$ cat config.mk
export PLATFORM = sky130hd
export DESIGN_NAME = button_gesture_detector
export DESIGN_NICKNAME = d
export VERILOG_FILES = /design/src/rtl/bgd_pkg.sv /design/src/rtl/bgd_front.sv /design/src/rtl/bgd_core.sv /design/src/rtl/bgd_wait.sv /design/src/rtl/button_gesture_detector.sv
export SDC_FILE = /design/constraint.sdc
export NUM_CORES = 1
export LEC_CHECK = 0
export BUFFER_PORTS_ARGS = -buffer_cell sky130_fd_sc_hd__buf_2
export CELL_PAD_IN_SITES_DETAIL_PLACEMENT = 0
export CELL_PAD_IN_SITES_GLOBAL_PLACEMENT = 1
export CORE_ASPECT_RATIO = 1.2
export CORE_MARGIN = 10
export CORE_UTILIZATION = 51
export CTS_CLUSTER_SIZE = 25
export DETAILED_ROUTE_END_ITERATION = 7
export PLACE_DENSITY = 0.82
export SLEW_MARGIN = 20
export SYNTH_ARGS = -nofsm -noshare
export SYNTH_HDL_FRONTEND = slang
export SYNTH_SLANG_ARGS = --single-unit
$ cat constraint.sdc
create_clock -name clk -period 15.8 [get_ports clk]
set_input_delay 3.16 -clock clk [delete_from_list [all_inputs] [get_ports clk]]
set_output_delay 3.16 -clock clk [all_outputs]
set_load 0.01 [all_outputs]
$ cat src/rtl/bgd_pkg.sv
`timescale 1ns / 1ps
// Shared types, codes and reset constants for the button gesture detector.
package bgd_pkg;

    // Default tick arithmetic width
    localparam int TICK_WIDTH_DEF = 32;

    // Configuration register indexes
    localparam int CFG_INDEX_W = 2;
    localparam logic [CFG_INDEX_W-1:0] CFG_DEBOUNCE     = 2'd0;
    localparam logic [CFG_INDEX_W-1:0] CFG_CLICK_WINDOW = 2'd1;
    localparam logic [CFG_INDEX_W-1:0] CFG_HOLD         = 2'd2;

    // Configuration reset values
    localparam logic [15:0] DEBOUNCE_RESET     = 16'd35;
    localparam logic [15:0] CLICK_WINDOW_RESET = 16'd400;
    localparam logic [15:0] HOLD_RESET         = 16'd800;

    // Click counter saturation point
    localparam logic [7:0] CLICK_MAX = 8'd255;
    localparam logic [7:0] MULTI_CLICK = 8'd2;

    typedef enum logic [1:0] {
        GEST_NONE   = 2'd0,
        GEST_TOGGLE = 2'd1,
        GEST_NEXT   = 2'd2,
        GEST_PREV   = 2'd3
    } gesture_e;

    typedef enum logic {
        OP_EDGE  = 1'b0,
        OP_CHECK = 1'b1
    } op_kind_e;

    // Input request as seen on the port
    typedef struct packed {
        logic        action;
        logic [31:0] now_tick;
        logic        level_pressed;
    } req_t;

    // Result as seen on the port
    typedef struct packed {
        gesture_e    gesture;
        logic        deadline_valid;
        logic [31:0] wait_ticks;
    } res_t;

    // Classified request held in the queue
    typedef struct packed {
        op_kind_e    kind;
        logic        level;
        logic [31:0] now;
    } op_t;

    // Configuration registers
    typedef struct packed {
        logic [15:0] debounce_ticks;
        logic [15:0] click_window_ticks;
        logic [15:0] hold_ticks;
    } cfg_t;

    // Per-request status handed from the state update to the deadline stage
    typedef struct packed {
        gesture_e gesture;
        logic     deb_pending;
        logic     hold_pending;
        logic     click_pending;
    } snap_flags_t;

endpackage

$ cat src/rtl/bgd_front.sv
`timescale 1ns / 1ps
// Front end: takes requests, decodes the request kind and queues them.
module bgd_front (
    input  logic          clk,
    input  logic          rst_n,
    input  logic          req_valid,
    output logic          req_ready,
    input  bgd_pkg::req_t req,
    output logic          op_valid,
    input  logic          op_ready,
    output bgd_pkg::op_t  op
);

    localparam int DEPTH = 2;
    localparam int PTR_W = $clog2(DEPTH);
    localparam int CNT_W = $clog2(DEPTH + 1);

    bgd_pkg::op_t queue_mem [DEPTH];

    logic [PTR_W-1:0] wr_ptr_reg, wr_ptr_next;
    logic [PTR_W-1:0] rd_ptr_reg, rd_ptr_next;
    logic [CNT_W-1:0] count_reg, count_next;
    logic             push;
    logic             pop;
    bgd_pkg::op_t     op_in;

    always_comb
    begin
        op_in.kind  = req.action ? bgd_pkg::OP_CHECK : bgd_pkg::OP_EDGE;
        op_in.level = req.level_pressed;
        op_in.now   = req.now_tick;
    end

    assign req_ready = (count_reg != CNT_W'(DEPTH));
    assign op_valid  = (count_reg != '0);
    assign op        = queue_mem[rd_ptr_reg];
    assign push      = req_valid && req_ready;
    assign pop       = op_valid && op_ready;

    always_comb
    begin
        wr_ptr_next = wr_ptr_reg;
        rd_ptr_next = rd_ptr_reg;
        count_next  = count_reg;
        if (push)
        begin
            wr_ptr_next = (wr_ptr_reg == PTR_W'(DEPTH - 1)) ? '0 : wr_ptr_reg + 1'b1;
        end
        if (pop)
        begin
            rd_ptr_next = (rd_ptr_reg == PTR_W'(DEPTH - 1)) ? '0 : rd_ptr_reg + 1'b1;
        end
        if (push && !pop)
        begin
            count_next = count_reg + 1'b1;
        end
        else if (pop && !push)
        begin
            count_next = count_reg - 1'b1;
        end
    end

    always_ff @(posedge clk or negedge rst_n)
    begin
        if (!rst_n)
        begin
            wr_ptr_reg <= '0;
            rd_ptr_reg <= '0;
            count_reg  <= '0;
        end
        else
        begin
            wr_ptr_reg <= wr_ptr_next;
            rd_ptr_reg <= rd_ptr_next;
            count_reg  <= count_next;
        end
    end

    always_ff @(posedge clk)
    begin
        if (push)
        begin
            queue_mem[wr_ptr_reg] <= op_in;
        end
    end

endmodule

$ cat src/rtl/bgd_core.sv
`timescale 1ns / 1ps
// Back end state update: debounce, hold and click detection, one request per cycle unless stalled by snap_ready.
module bgd_core #(
    parameter int TICK_WIDTH = bgd_pkg::TICK_WIDTH_DEF
) (
    input  logic                    clk,
    input  logic                    rst_n,
    input  bgd_pkg::cfg_t           cfg,
    input  logic                    op_valid,
    output logic                    op_ready,
    input  bgd_pkg::op_t            op,
    output logic                    snap_valid,
    input  logic                    snap_ready,
    output bgd_pkg::snap_flags_t    snap_flags,
    output logic [TICK_WIDTH-1:0]   snap_now,
    output logic [TICK_WIDTH-1:0]   snap_raw_change,
    output logic [TICK_WIDTH-1:0]   snap_press,
    output logic [TICK_WIDTH-1:0]   snap_release
);

    logic                  raw_reg, raw_next;
    logic                  stable_reg, stable_next;
    logic                  hold_done_reg, hold_done_next;
    logic [7:0]            click_reg, click_next;
    logic [TICK_WIDTH-1:0] raw_change_reg, raw_change_next;
    logic [TICK_WIDTH-1:0] press_reg, press_next;
    logic [TICK_WIDTH-1:0] release_reg, release_next;

    logic                  snap_valid_reg;
    bgd_pkg::snap_flags_t  flags_reg, flags_next;
    logic [TICK_WIDTH-1:0] now_reg;
    logic [TICK_WIDTH-1:0] raw_change_snap_reg;
    logic [TICK_WIDTH-1:0] press_snap_reg;
    logic [TICK_WIDTH-1:0] release_snap_reg;

    logic [TICK_WIDTH-1:0] now;
    logic [TICK_WIDTH-1:0] deb_ext, hold_ext, cw_ext;
    logic [TICK_WIDTH-1:0] deb_dl, deb_hold_at, deb_click_due;
    logic [TICK_WIDTH-1:0] hold_at, click_due;
    logic [TICK_WIDTH-1:0] deb_diff, hold_diff, click_diff;
    logic                  take;
    logic                  is_check;
    logic                  process;
    logic                  deb_fire, deb_press, deb_release;
    logic                  stable_mid, hold_mid;
    logic [7:0]            click_mid;
    logic                  hold_fire, click_fire;
    bgd_pkg::gesture_e     gesture;

    assign take     = op_valid && op_ready;
    assign op_ready = !snap_valid_reg || snap_ready;
    assign is_check = (op.kind == bgd_pkg::OP_CHECK);
    assign now      = TICK_WIDTH'(op.now);
    assign process  = is_check || (op.level != raw_reg);

    assign deb_ext  = TICK_WIDTH'(cfg.debounce_ticks);
    assign hold_ext = TICK_WIDTH'(cfg.hold_ticks);
    assign cw_ext   = TICK_WIDTH'(cfg.click_window_ticks);

    // Debounce deadline; stable change is dated at the deadline itself
    assign deb_dl        = raw_change_reg + deb_ext;
    assign deb_hold_at   = raw_change_reg + deb_ext + hold_ext;
    assign deb_click_due = raw_change_reg + deb_ext + cw_ext;
    assign deb_diff      = now - deb_dl;

    assign deb_fire    = process && (raw_reg != stable_reg) && !deb_diff[TICK_WIDTH-1];
    assign deb_press   = deb_fire && raw_reg;
    assign deb_release = deb_fire && !raw_reg && !hold_done_reg;

    assign stable_mid = deb_fire ? raw_reg : stable_reg;
    assign hold_mid   = deb_press ? 1'b0 : hold_done_reg;
    assign click_mid  = (deb_release && (click_reg != bgd_pkg::CLICK_MAX))
                        ? click_reg + 8'd1 : click_reg;

    // Hold and click deadlines use the press/release time after debounce
    assign hold_at    = deb_press ? deb_hold_at : press_reg + hold_ext;
    assign click_due  = deb_release ? deb_click_due : release_reg + cw_ext;
    assign hold_diff  = now - hold_at;
    assign click_diff = now - click_due;

    assign hold_fire  = process && stable_mid && !hold_mid && !hold_diff[TICK_WIDTH-1];
    assign click_fire = process && !stable_mid && (click_mid != 8'd0)
                        && !click_diff[TICK_WIDTH-1];

    always_comb
    begin
        if (hold_fire)
        begin
            gesture = bgd_pkg::GEST_PREV;
        end
        else if (click_fire)
        begin
            gesture = (click_mid >= bgd_pkg::MULTI_CLICK) ? bgd_pkg::GEST_NEXT
                                                          : bgd_pkg::GEST_TOGGLE;
        end
        else
        begin
            gesture = bgd_pkg::GEST_NONE;
        end
    end

    always_comb
    begin
        stable_next     = stable_mid;
        hold_done_next  = hold_mid || hold_fire;
        click_next      = (hold_fire || click_fire) ? 8'd0 : click_mid;
        press_next      = deb_press ? deb_dl : press_reg;
        release_next    = deb_release ? deb_dl : release_reg;
        raw_next        = raw_reg;
        raw_change_next = raw_change_reg;
        if (!is_check && (op.level != raw_reg))
        begin
            raw_next        = op.level;
            raw_change_next = now;
        end
    end

    always_comb
    begin
        flags_next.gesture       = gesture;
        flags_next.deb_pending   = (raw_next != stable_next);
        flags_next.hold_pending  = stable_next && !hold_done_next;
        flags_next.click_pending = !stable_next && (click_next != 8'd0);
    end

    always_ff @(posedge clk or negedge rst_n)
    begin
        if (!rst_n)
        begin
            raw_reg        <= 1'b0;
            stable_reg     <= 1'b0;
            hold_done_reg  <= 1'b0;
            click_reg      <= '0;
            raw_change_reg <= '0;
            press_reg      <= '0;
            release_reg    <= '0;
            snap_valid_reg <= 1'b0;
        end
        else
        begin
            if (take)
            begin
                raw_reg        <= raw_next;
                stable_reg     <= stable_next;
                hold_done_reg  <= hold_done_next;
                click_reg      <= click_next;
                raw_change_reg <= raw_change_next;
                press_reg      <= press_next;
                release_reg    <= release_next;
            end
            if (op_ready)
            begin
                snap_valid_reg <= op_valid;
            end
        end
    end

    always_ff @(posedge clk)
    begin
        if (take)
        begin
            flags_reg           <= flags_next;
            now_reg             <= now;
            raw_change_snap_reg <= raw_change_next;
            press_snap_reg      <= press_next;
            release_snap_reg    <= release_next;
        end
    end

    assign snap_valid      = snap_valid_reg;
    assign snap_flags      = flags_reg;
    assign snap_now        = now_reg;
    assign snap_raw_change = raw_change_snap_reg;
    assign snap_press      = press_snap_reg;
    assign snap_release    = release_snap_reg;

endmodule

$ cat src/rtl/bgd_wait.sv
`timescale 1ns / 1ps
// Back end deadline stages: earliest pending deadline and wait, plus result register.
module bgd_wait #(
    parameter int TICK_WIDTH = bgd_pkg::TICK_WIDTH_DEF
) (
    input  logic                    clk,
    input  logic                    rst_n,
    input  bgd_pkg::cfg_t           cfg,
    input  logic                    snap_valid,
    output logic                    snap_ready,
    input  bgd_pkg::snap_flags_t    snap_flags,
    input  logic [TICK_WIDTH-1:0]   snap_now,
    input  logic [TICK_WIDTH-1:0]   snap_raw_change,
    input  logic [TICK_WIDTH-1:0]   snap_press,
    input  logic [TICK_WIDTH-1:0]   snap_release,
    output logic                    res_valid,
    input  logic                    res_ready,
    output bgd_pkg::res_t           res
);

    // Stage A: candidate deadlines
    logic                  a_valid_reg;
    bgd_pkg::snap_flags_t  a_flags_reg;
    logic [TICK_WIDTH-1:0] a_now_reg;
    logic [TICK_WIDTH-1:0] a_deb_reg, a_hold_reg, a_click_reg;
    logic                  a_ready;

    // Stage B: result register
    logic                  b_valid_reg;
    bgd_pkg::res_t         b_res_reg, b_res_next;
    logic                  b_ready;

    logic                  have0, have1, have2;
    logic                  take1, take2;
    logic [TICK_WIDTH-1:0] dl1, dl2;
    logic [TICK_WIDTH-1:0] d1, d2, reach_diff;
    logic [TICK_WIDTH-1:0] wait_full;
    logic [31:0]           wait_out;

    assign b_ready    = !b_valid_reg || res_ready;
    assign a_ready    = !a_valid_reg || b_ready;
    assign snap_ready = a_ready;

    // Earliest of up to three deadlines, wrap-aware
    assign have0 = a_flags_reg.deb_pending;
    assign d1    = a_hold_reg - a_deb_reg;
    assign take1 = a_flags_reg.hold_pending && (!have0 || d1[TICK_WIDTH-1]);
    assign have1 = have0 || a_flags_reg.hold_pending;
    assign dl1   = take1 ? a_hold_reg : a_deb_reg;
    assign d2    = a_click_reg - dl1;
    assign take2 = a_flags_reg.click_pending && (!have1 || d2[TICK_WIDTH-1]);
    assign have2 = have1 || a_flags_reg.click_pending;
    assign dl2   = take2 ? a_click_reg : dl1;

    assign reach_diff = a_now_reg - dl2;
    assign wait_full  = (have2 && reach_diff[TICK_WIDTH-1]) ? dl2 - a_now_reg : '0;

    generate
        if (TICK_WIDTH > 32)
        begin : g_wait_sat
            assign wait_out = (wait_full[TICK_WIDTH-1:32] != '0) ? '1 : wait_full[31:0];
        end
        else
        begin : g_wait_ext
            assign wait_out = 32'(wait_full);
        end
    endgenerate

    always_comb
    begin
        b_res_next.gesture        = a_flags_reg.gesture;
        b_res_next.deadline_valid = have2;
        b_res_next.wait_ticks     = wait_out;
    end

    always_ff @(posedge clk or negedge rst_n)
    begin
        if (!rst_n)
        begin
            a_valid_reg <= 1'b0;
            b_valid_reg <= 1'b0;
        end
        else
        begin
            if (a_ready)
            begin
                a_valid_reg <= snap_valid;
            end
            if (b_ready)
            begin
                b_valid_reg <= a_valid_reg;
            end
        end
    end

    always_ff @(posedge clk)
    begin
        if (snap_valid && a_ready)
        begin
            a_flags_reg <= snap_flags;
            a_now_reg   <= snap_now;
            a_deb_reg   <= snap_raw_change + TICK_WIDTH'(cfg.debounce_ticks);
            a_hold_reg  <= snap_press + TICK_WIDTH'(cfg.hold_ticks);
            a_click_reg <= snap_release + TICK_WIDTH'(cfg.click_window_ticks);
        end
        if (a_valid_reg && b_ready)
        begin
            b_res_reg <= b_res_next;
        end
    end

    assign res_valid = b_valid_reg;
    assign res       = b_res_reg;

endmodule

$ cat src/rtl/button_gesture_detector.sv
`timescale 1ns / 1ps
// Top level of the button gesture detector: configuration registers and block wiring.
//
// Debounces one button and classifies its gestures. Each request carries a 32-bit
// wrapping timestamp and is either a raw level edge (action 0) or a time check
// (action 1). A raw level that differs from the stable level becomes stable once
// debounce_ticks have passed since the raw change, dated at that deadline. A stable
// press held for hold_ticks reports 'previous'; after release, once click_window_ticks
// run out, one click reports 'toggle' and two or more report 'next' (count saturates
// at 255). Every request returns exactly one result, which also gives the ticks left
// until the earliest pending debounce, hold or click deadline (0 if already reached,
// deadline_valid low if none). All tick compares use the wrapping signed difference at
// TICK_WIDTH bits. Throughput is one request per clock unless res_ready stalls the
// pipeline: the whole state update is combinational in the core. A request passes from
// acceptance to res_valid through the queue, state update, deadline sums, and the
// earliest-deadline and wait into the result register. req_ready comes from the
// two-entry input queue and does not depend on res_ready in the same cycle. Configuration
// writes take effect at once and are to be issued only while no request is in flight.

module button_gesture_detector #(
    parameter int TICK_WIDTH = bgd_pkg::TICK_WIDTH_DEF
) (
    input  logic                              clk,
    input  logic                              rst_n,
    // Request channel
    input  logic                              req_valid,
    output logic                              req_ready,
    input  bgd_pkg::req_t                     req,
    // Result channel
    output logic                              res_valid,
    input  logic                              res_ready,
    output bgd_pkg::res_t                     res,
    // Configuration write port
    input  logic                              cfg_we,
    input  logic [bgd_pkg::CFG_INDEX_W-1:0]   cfg_index,
    input  logic [15:0]                       cfg_data
);

    bgd_pkg::cfg_t cfg_reg, cfg_next;

    logic                  op_valid;
    logic                  op_ready;
    bgd_pkg::op_t          op;

    logic                  snap_valid;
    logic                  snap_ready;
    bgd_pkg::snap_flags_t  snap_flags;
    logic [TICK_WIDTH-1:0] snap_now;
    logic [TICK_WIDTH-1:0] snap_raw_change;
    logic [TICK_WIDTH-1:0] snap_press;
    logic [TICK_WIDTH-1:0] snap_release;

    // Register writes; unknown indexes are dropped
    always_comb
    begin
        cfg_next = cfg_reg;
        if (cfg_we)
        begin
            case (cfg_index)
                bgd_pkg::CFG_DEBOUNCE:     cfg_next.debounce_ticks     = cfg_data;
                bgd_pkg::CFG_CLICK_WINDOW: cfg_next.click_window_ticks = cfg_data;
                bgd_pkg::CFG_HOLD:         cfg_next.hold_ticks         = cfg_data;
                default:                   cfg_next = cfg_reg;
            endcase
        end
    end

    always_ff @(posedge clk or negedge rst_n)
    begin
        if (!rst_n)
        begin
            cfg_reg.debounce_ticks     <= bgd_pkg::DEBOUNCE_RESET;
            cfg_reg.click_window_ticks <= bgd_pkg::CLICK_WINDOW_RESET;
            cfg_reg.hold_ticks         <= bgd_pkg::HOLD_RESET;
        end
        else
        begin
            cfg_reg <= cfg_next;
        end
    end

    // Front: accept, decode and queue requests
    bgd_front u_front (
        .clk       (clk),
        .rst_n     (rst_n),
        .req_valid (req_valid),
        .req_ready (req_ready),
        .req       (req),
        .op_valid  (op_valid),
        .op_ready  (op_ready),
        .op        (op)
    );

    // Back: button state update and gesture decision
    bgd_core #(
        .TICK_WIDTH (TICK_WIDTH)
    ) u_core (
        .clk             (clk),
        .rst_n           (rst_n),
        .cfg             (cfg_reg),
        .op_valid        (op_valid),
        .op_ready        (op_ready),
        .op              (op),
        .snap_valid      (snap_valid),
        .snap_ready      (snap_ready),
        .snap_flags      (snap_flags),
        .snap_now        (snap_now),
        .snap_raw_change (snap_raw_change),
        .snap_press      (snap_press),
        .snap_release    (snap_release)
    );

    // Back: earliest deadline, wait and result register
    bgd_wait #(
        .TICK_WIDTH (TICK_WIDTH)
    ) u_wait (
        .clk             (clk),
        .rst_n           (rst_n),
        .cfg             (cfg_reg),
        .snap_valid      (snap_valid),
        .snap_ready      (snap_ready),
        .snap_flags      (snap_flags),
        .snap_now        (snap_now),
        .snap_raw_change (snap_raw_change),
        .snap_press      (snap_press),
        .snap_release    (snap_release),
        .res_valid       (res_valid),
        .res_ready       (res_ready),
        .res             (res)
    );

endmodule
==> impl_metrics.csv <==
group,metric,value,unit
outcome,run_status,"finished clean",
placement,portBuffers,93,
critical_path,required,16.32,ns
logic_synthesis,yosysWarnings,0,
critical_path,r2r_end,"u_core.click_reg[3]$_DFFE_PN0P_",
critical_path,end_kind,"flop",
cts,ctsLongestPathBuffers,3,
cells_and_area,area_growth,10.65,%
route,route.detailed.vias_per_inst,5.766,
logic_synthesis,postSynthCellCount,3036,
route,drt-pass1-iter-count,7,
route,wl_per_cell,20.61,um
critical_path,critPathMostFrequentCell,"sky130_fd_sc_hd__a21o_1",
logic_synthesis,synth_top_area_frac,0.3429,
route,antenna_left,0,
critical_path,timing.critical_path.from_type,"flop",
cts,cts_hold_bufs,0,
logic_synthesis,synth-seq-area-share,0.4688,
route,detail_route.wirelength,82250,um
worst_hold_path,holdPathEnd,"u_wait.a_now_reg[15]$_DFFE_PP_",
cts,cts_root_buffer,"sky130_fd_sc_hd__clkbuf_16",
critical_path,worst_r2r_startpoint,"cfg_reg[32]$_DFFE_PN1P_",
sta,rsz0062_at_grt,"false",
cells_and_area,fillers,5316,
logic_synthesis,post_synth_top_flop,"sky130_fd_sc_hd__edfxtp_1",
critical_path,timing.critical_path.slowest_stage_cell,"sky130_fd_sc_hd__a2111oi_0",
sta,setup_violations,0,
logic_synthesis,yosys_register_bits,531,
placement,final_hpwl_from_detailed_placement,62920,um
cells_and_area,regArea,0.01515,sq mm
sta,finClkSkew,0.02550,ns
global_routing,grt_use_met3,0.03644,
logic_synthesis,synth.largest_area_cell,"sky130_fd_sc_hd__edfxtp_1",
global_routing,grt_pass1_vias,22940,
cts,cts_tree,"built",
placement,finalWeightedCongestion,0.9636,
global_routing,grt_max_degree,92,
route,drt-initial-drc-count,1599,
logic_synthesis,synth-edff-count,369,
cts,post_cts_gate_resize_count,0,
floorplanning,top_level_ports,94,
cells_and_area,drive_above_1_share,0.1272,
critical_path,timing.setup.critical_path_class,"reg2reg",
global_routing,global_route.usage.met1,0.2885,
sta,final.period_utilization,0.8220,
sta,fmax,0.07700,GHz
global_routing,antenna_found_initial,2,
sta,actual_slew_at_the_worst_max_slew_pin,1.041,ns
logic_synthesis,syn_std_cell_area,0.03231,sq mm
worst_hold_path,holdCritPathClass,"reg2reg",
global_routing,groute.usage.overall,0.2191,
run,drv_cap,0,
global_routing,grt-busiest-layer,"met2",
cts,clkTransAtPathRegs,0.06,ns
logic_synthesis,synth_top_cells_by_area,"sky130_fd_sc_hd__edfxtp_1, sky130_fd_sc_hd__dfrtp_1, sky130_fd_sc_hd__ha_1",
floorplanning,placeable_area,0.06306,sq mm
route,detailroute.via_count,23010,
cells_and_area,multiInputGateArea,0.01616,sq mm
cts,postCtsSetupBuffers,0,
critical_path,regToRegSetupSlack,2.81,ns
sta,setup_tns,0,ns
global_routing,globalRouteMet2Util,0.3671,
cts,worst_skew_pair.late_latency,0.63,ns
logic_synthesis,async_flop_share,0.3051,
cells_and_area,antenna_diodes,0,
floorplanning,rows,101,
critical_path,timing.critical_path.slowest_cell_delay,0.77,ns
critical_path,path_max_fanout,10,
sta,relSlewSlack,0.3062,
critical_path,cp_data_arrival_time,13.51,ns
floorplanning,dieHeight,295.7,um
route,drc,0,
worst_hold_path,hp-start,"u_core.snap_now[15]$_DFFE_PP_",
floorplanning,die-area,0.07387,sq mm
cts,cts_htree_levels,2,
worst_hold_path,holdPathStages,0,
cts,numCtsBuffers,56,
logic_synthesis,synthesis.nets,3405,
critical_path,r2r.worst_path.cells,50,
cts,clkSinkCount,531,
sta,timing.final.hold_violations,0,
sta,slew_violations,0,
cells_and_area,largest_reg_flops,68,
logic_synthesis,synthesis.area_per_instance,10.64,sq um
global_routing,globalRouteOverflowTotal,0,
cells_and_area,design.final.nets,3489,
logic_synthesis,post_synth_num_cell_types,85,
global_routing,grt_first_pass_wirelength,128200,um
sta,finalWorstPathRequiredPeriod,12.99,ns
floorplanning,initial_utilization,0.5124,
placement,pre_cts_slack,3.148,ns
sta,postLayoutSetupSlackWorst,2.813,ns
floorplanning,dieWidth,249.8,um
## worst max-delay path: cells and delay by family (launching register included)
kind | cells | cell delay, ns
compound gates | 26 | 6.89
xor+xnor | 2 | 0.41
fa+ha+maj | 6 | 1.87
buf+inv | 1 | 0.06
flops | 1 | 0.55
mux | 3 | 0.95
simple gates | 12 | 2.13
## logic make-up (layout without fill, tap and decap cells)
family          after synthesis  count (layout)  synth area share
buf+inv                     291             422           0.03396
xor+xnor                    192             192           0.05228
fa+ha+maj                   313             313            0.1228
compound gates              625             625            0.1240
mux                         204             204           0.06935
flops                       531             531            0.4688
simple gates                880             880            0.1288
## synth_stat cells, drive strengths merged, types with 62 or more instances
| cell type | number |
|---|---|
| dfrtp | 153 |
| a21o | 115 |
| ha | 305 |
| edfxtp | 369 |
| o21ai | 156 |
| clkbuf | 75 |
| nor3 | 62 |
| nand2 | 332 |
| xnor2 | 133 |
| inv | 203 |
| a21oi | 173 |
| nor2 | 188 |
| mux2 | 144 |
## layout make-up
| type | count | area share |
|---|---|---|
| multi-input combinational | 2214 | 0.4521 |
| sequential | 531 | 0.4237 |
| clock buffer | 67 | 0.04151 |
| tap | 824 | 0.02884 |
| inverter | 204 | 0.02163 |
| timing repair buffer | 113 | 0.01816 |
| clock inverter | 38 | 0.01403 |
## how the worst max path moves through the flow
stage                                        from                         endpoint  slack (ns)  cells past startpoint
final                     cfg_reg[32]$_DFFE_PN1P_  u_core.click_reg[3]$_DFFE_PN0P_        2.81                     50
after CTS                 cfg_reg[32]$_DFFE_PN1P_  u_core.click_reg[3]$_DFFE_PN0P_        3.06                     52
after floorplan           cfg_reg[32]$_DFFE_PN1P_  u_core.click_reg[3]$_DFFE_PN0P_        4.73                     56
after global routing      cfg_reg[32]$_DFFE_PN1P_  u_core.click_reg[3]$_DFFE_PN0P_        2.21                     51
after detailed placement  cfg_reg[32]$_DFFE_PN1P_  u_core.click_reg[3]$_DFFE_PN0P_        3.15                     50
after global placement    cfg_reg[32]$_DFFE_PN1P_  u_core.click_reg[3]$_DFFE_PN0P_        3.30                     52
## routing by layer
layer / vias up / part of all wire
met4: 0 / 0.024
met5: - / 0
met2: 600 / 0.47
met3: 111 / 0.056
li1: 11150 / -
met1: 11160 / 0.45
## per-stage QoR
stage / instance area (sq um) / util / instances / hold slack (ns)
2_1_floorplan: 32310 / - / 3036 / 0.4003
3_3_place_gp: 33720 / 0.5348 / 3885 / 0.4041
3_5_place_dp: 33720 / 0.5348 / 3885 / 0.4045
4_1_cts: 35710 / 0.5662 / 3990 / 0.4176
5_1_grt: 35750 / 0.5669 / 3991 / 0.4247
6_report: 35750 / 0.5669 / 3991 / 0.4181
## cell usage in the layout, fill, tap and decap left out, drive strengths merged, types with 7 or more instances in the layout
cell type | synthesis | layout
a31oi | 13 | 13
nand2b | 31 | 31
and2 | 12 | 12
buf | 12 | 113
a211oi | 14 | 14
or4b | 7 | 7
ha | 305 | 305
nor2b | 28 | 28
nand4 | 54 | 54
xnor2 | 133 | 133
mux2i | 60 | 60
inv | 203 | 206
dfstp | 9 | 9
nor3 | 62 | 62
and4 | 10 | 10
xor2 | 59 | 59
o211ai | 16 | 16
or2 | 8 | 8
a21boi | 33 | 33
nand3 | 59 | 59
dfrtp | 153 | 153
fa | 7 | 7
a221oi | 9 | 9
clkinv | 1 | 19
nand3b | 9 | 9
nand2 | 332 | 332
o21ai | 156 | 156
o21bai | 11 | 11
clkbuf | 75 | 67
nor4 | 12 | 12
mux2 | 144 | 144
and3 | 41 | 41
nor2 | 188 | 188
a21o | 115 | 115
or3 | 8 | 8
o21a | 22 | 22
a21oi | 173 | 173
edfxtp | 369 | 369
nor3b | 7 | 7
bufinv | 0 | 11
Power is not shown: default switching activity piles up to over one toggle a cycle in this logic, so the estimate is an artifact.
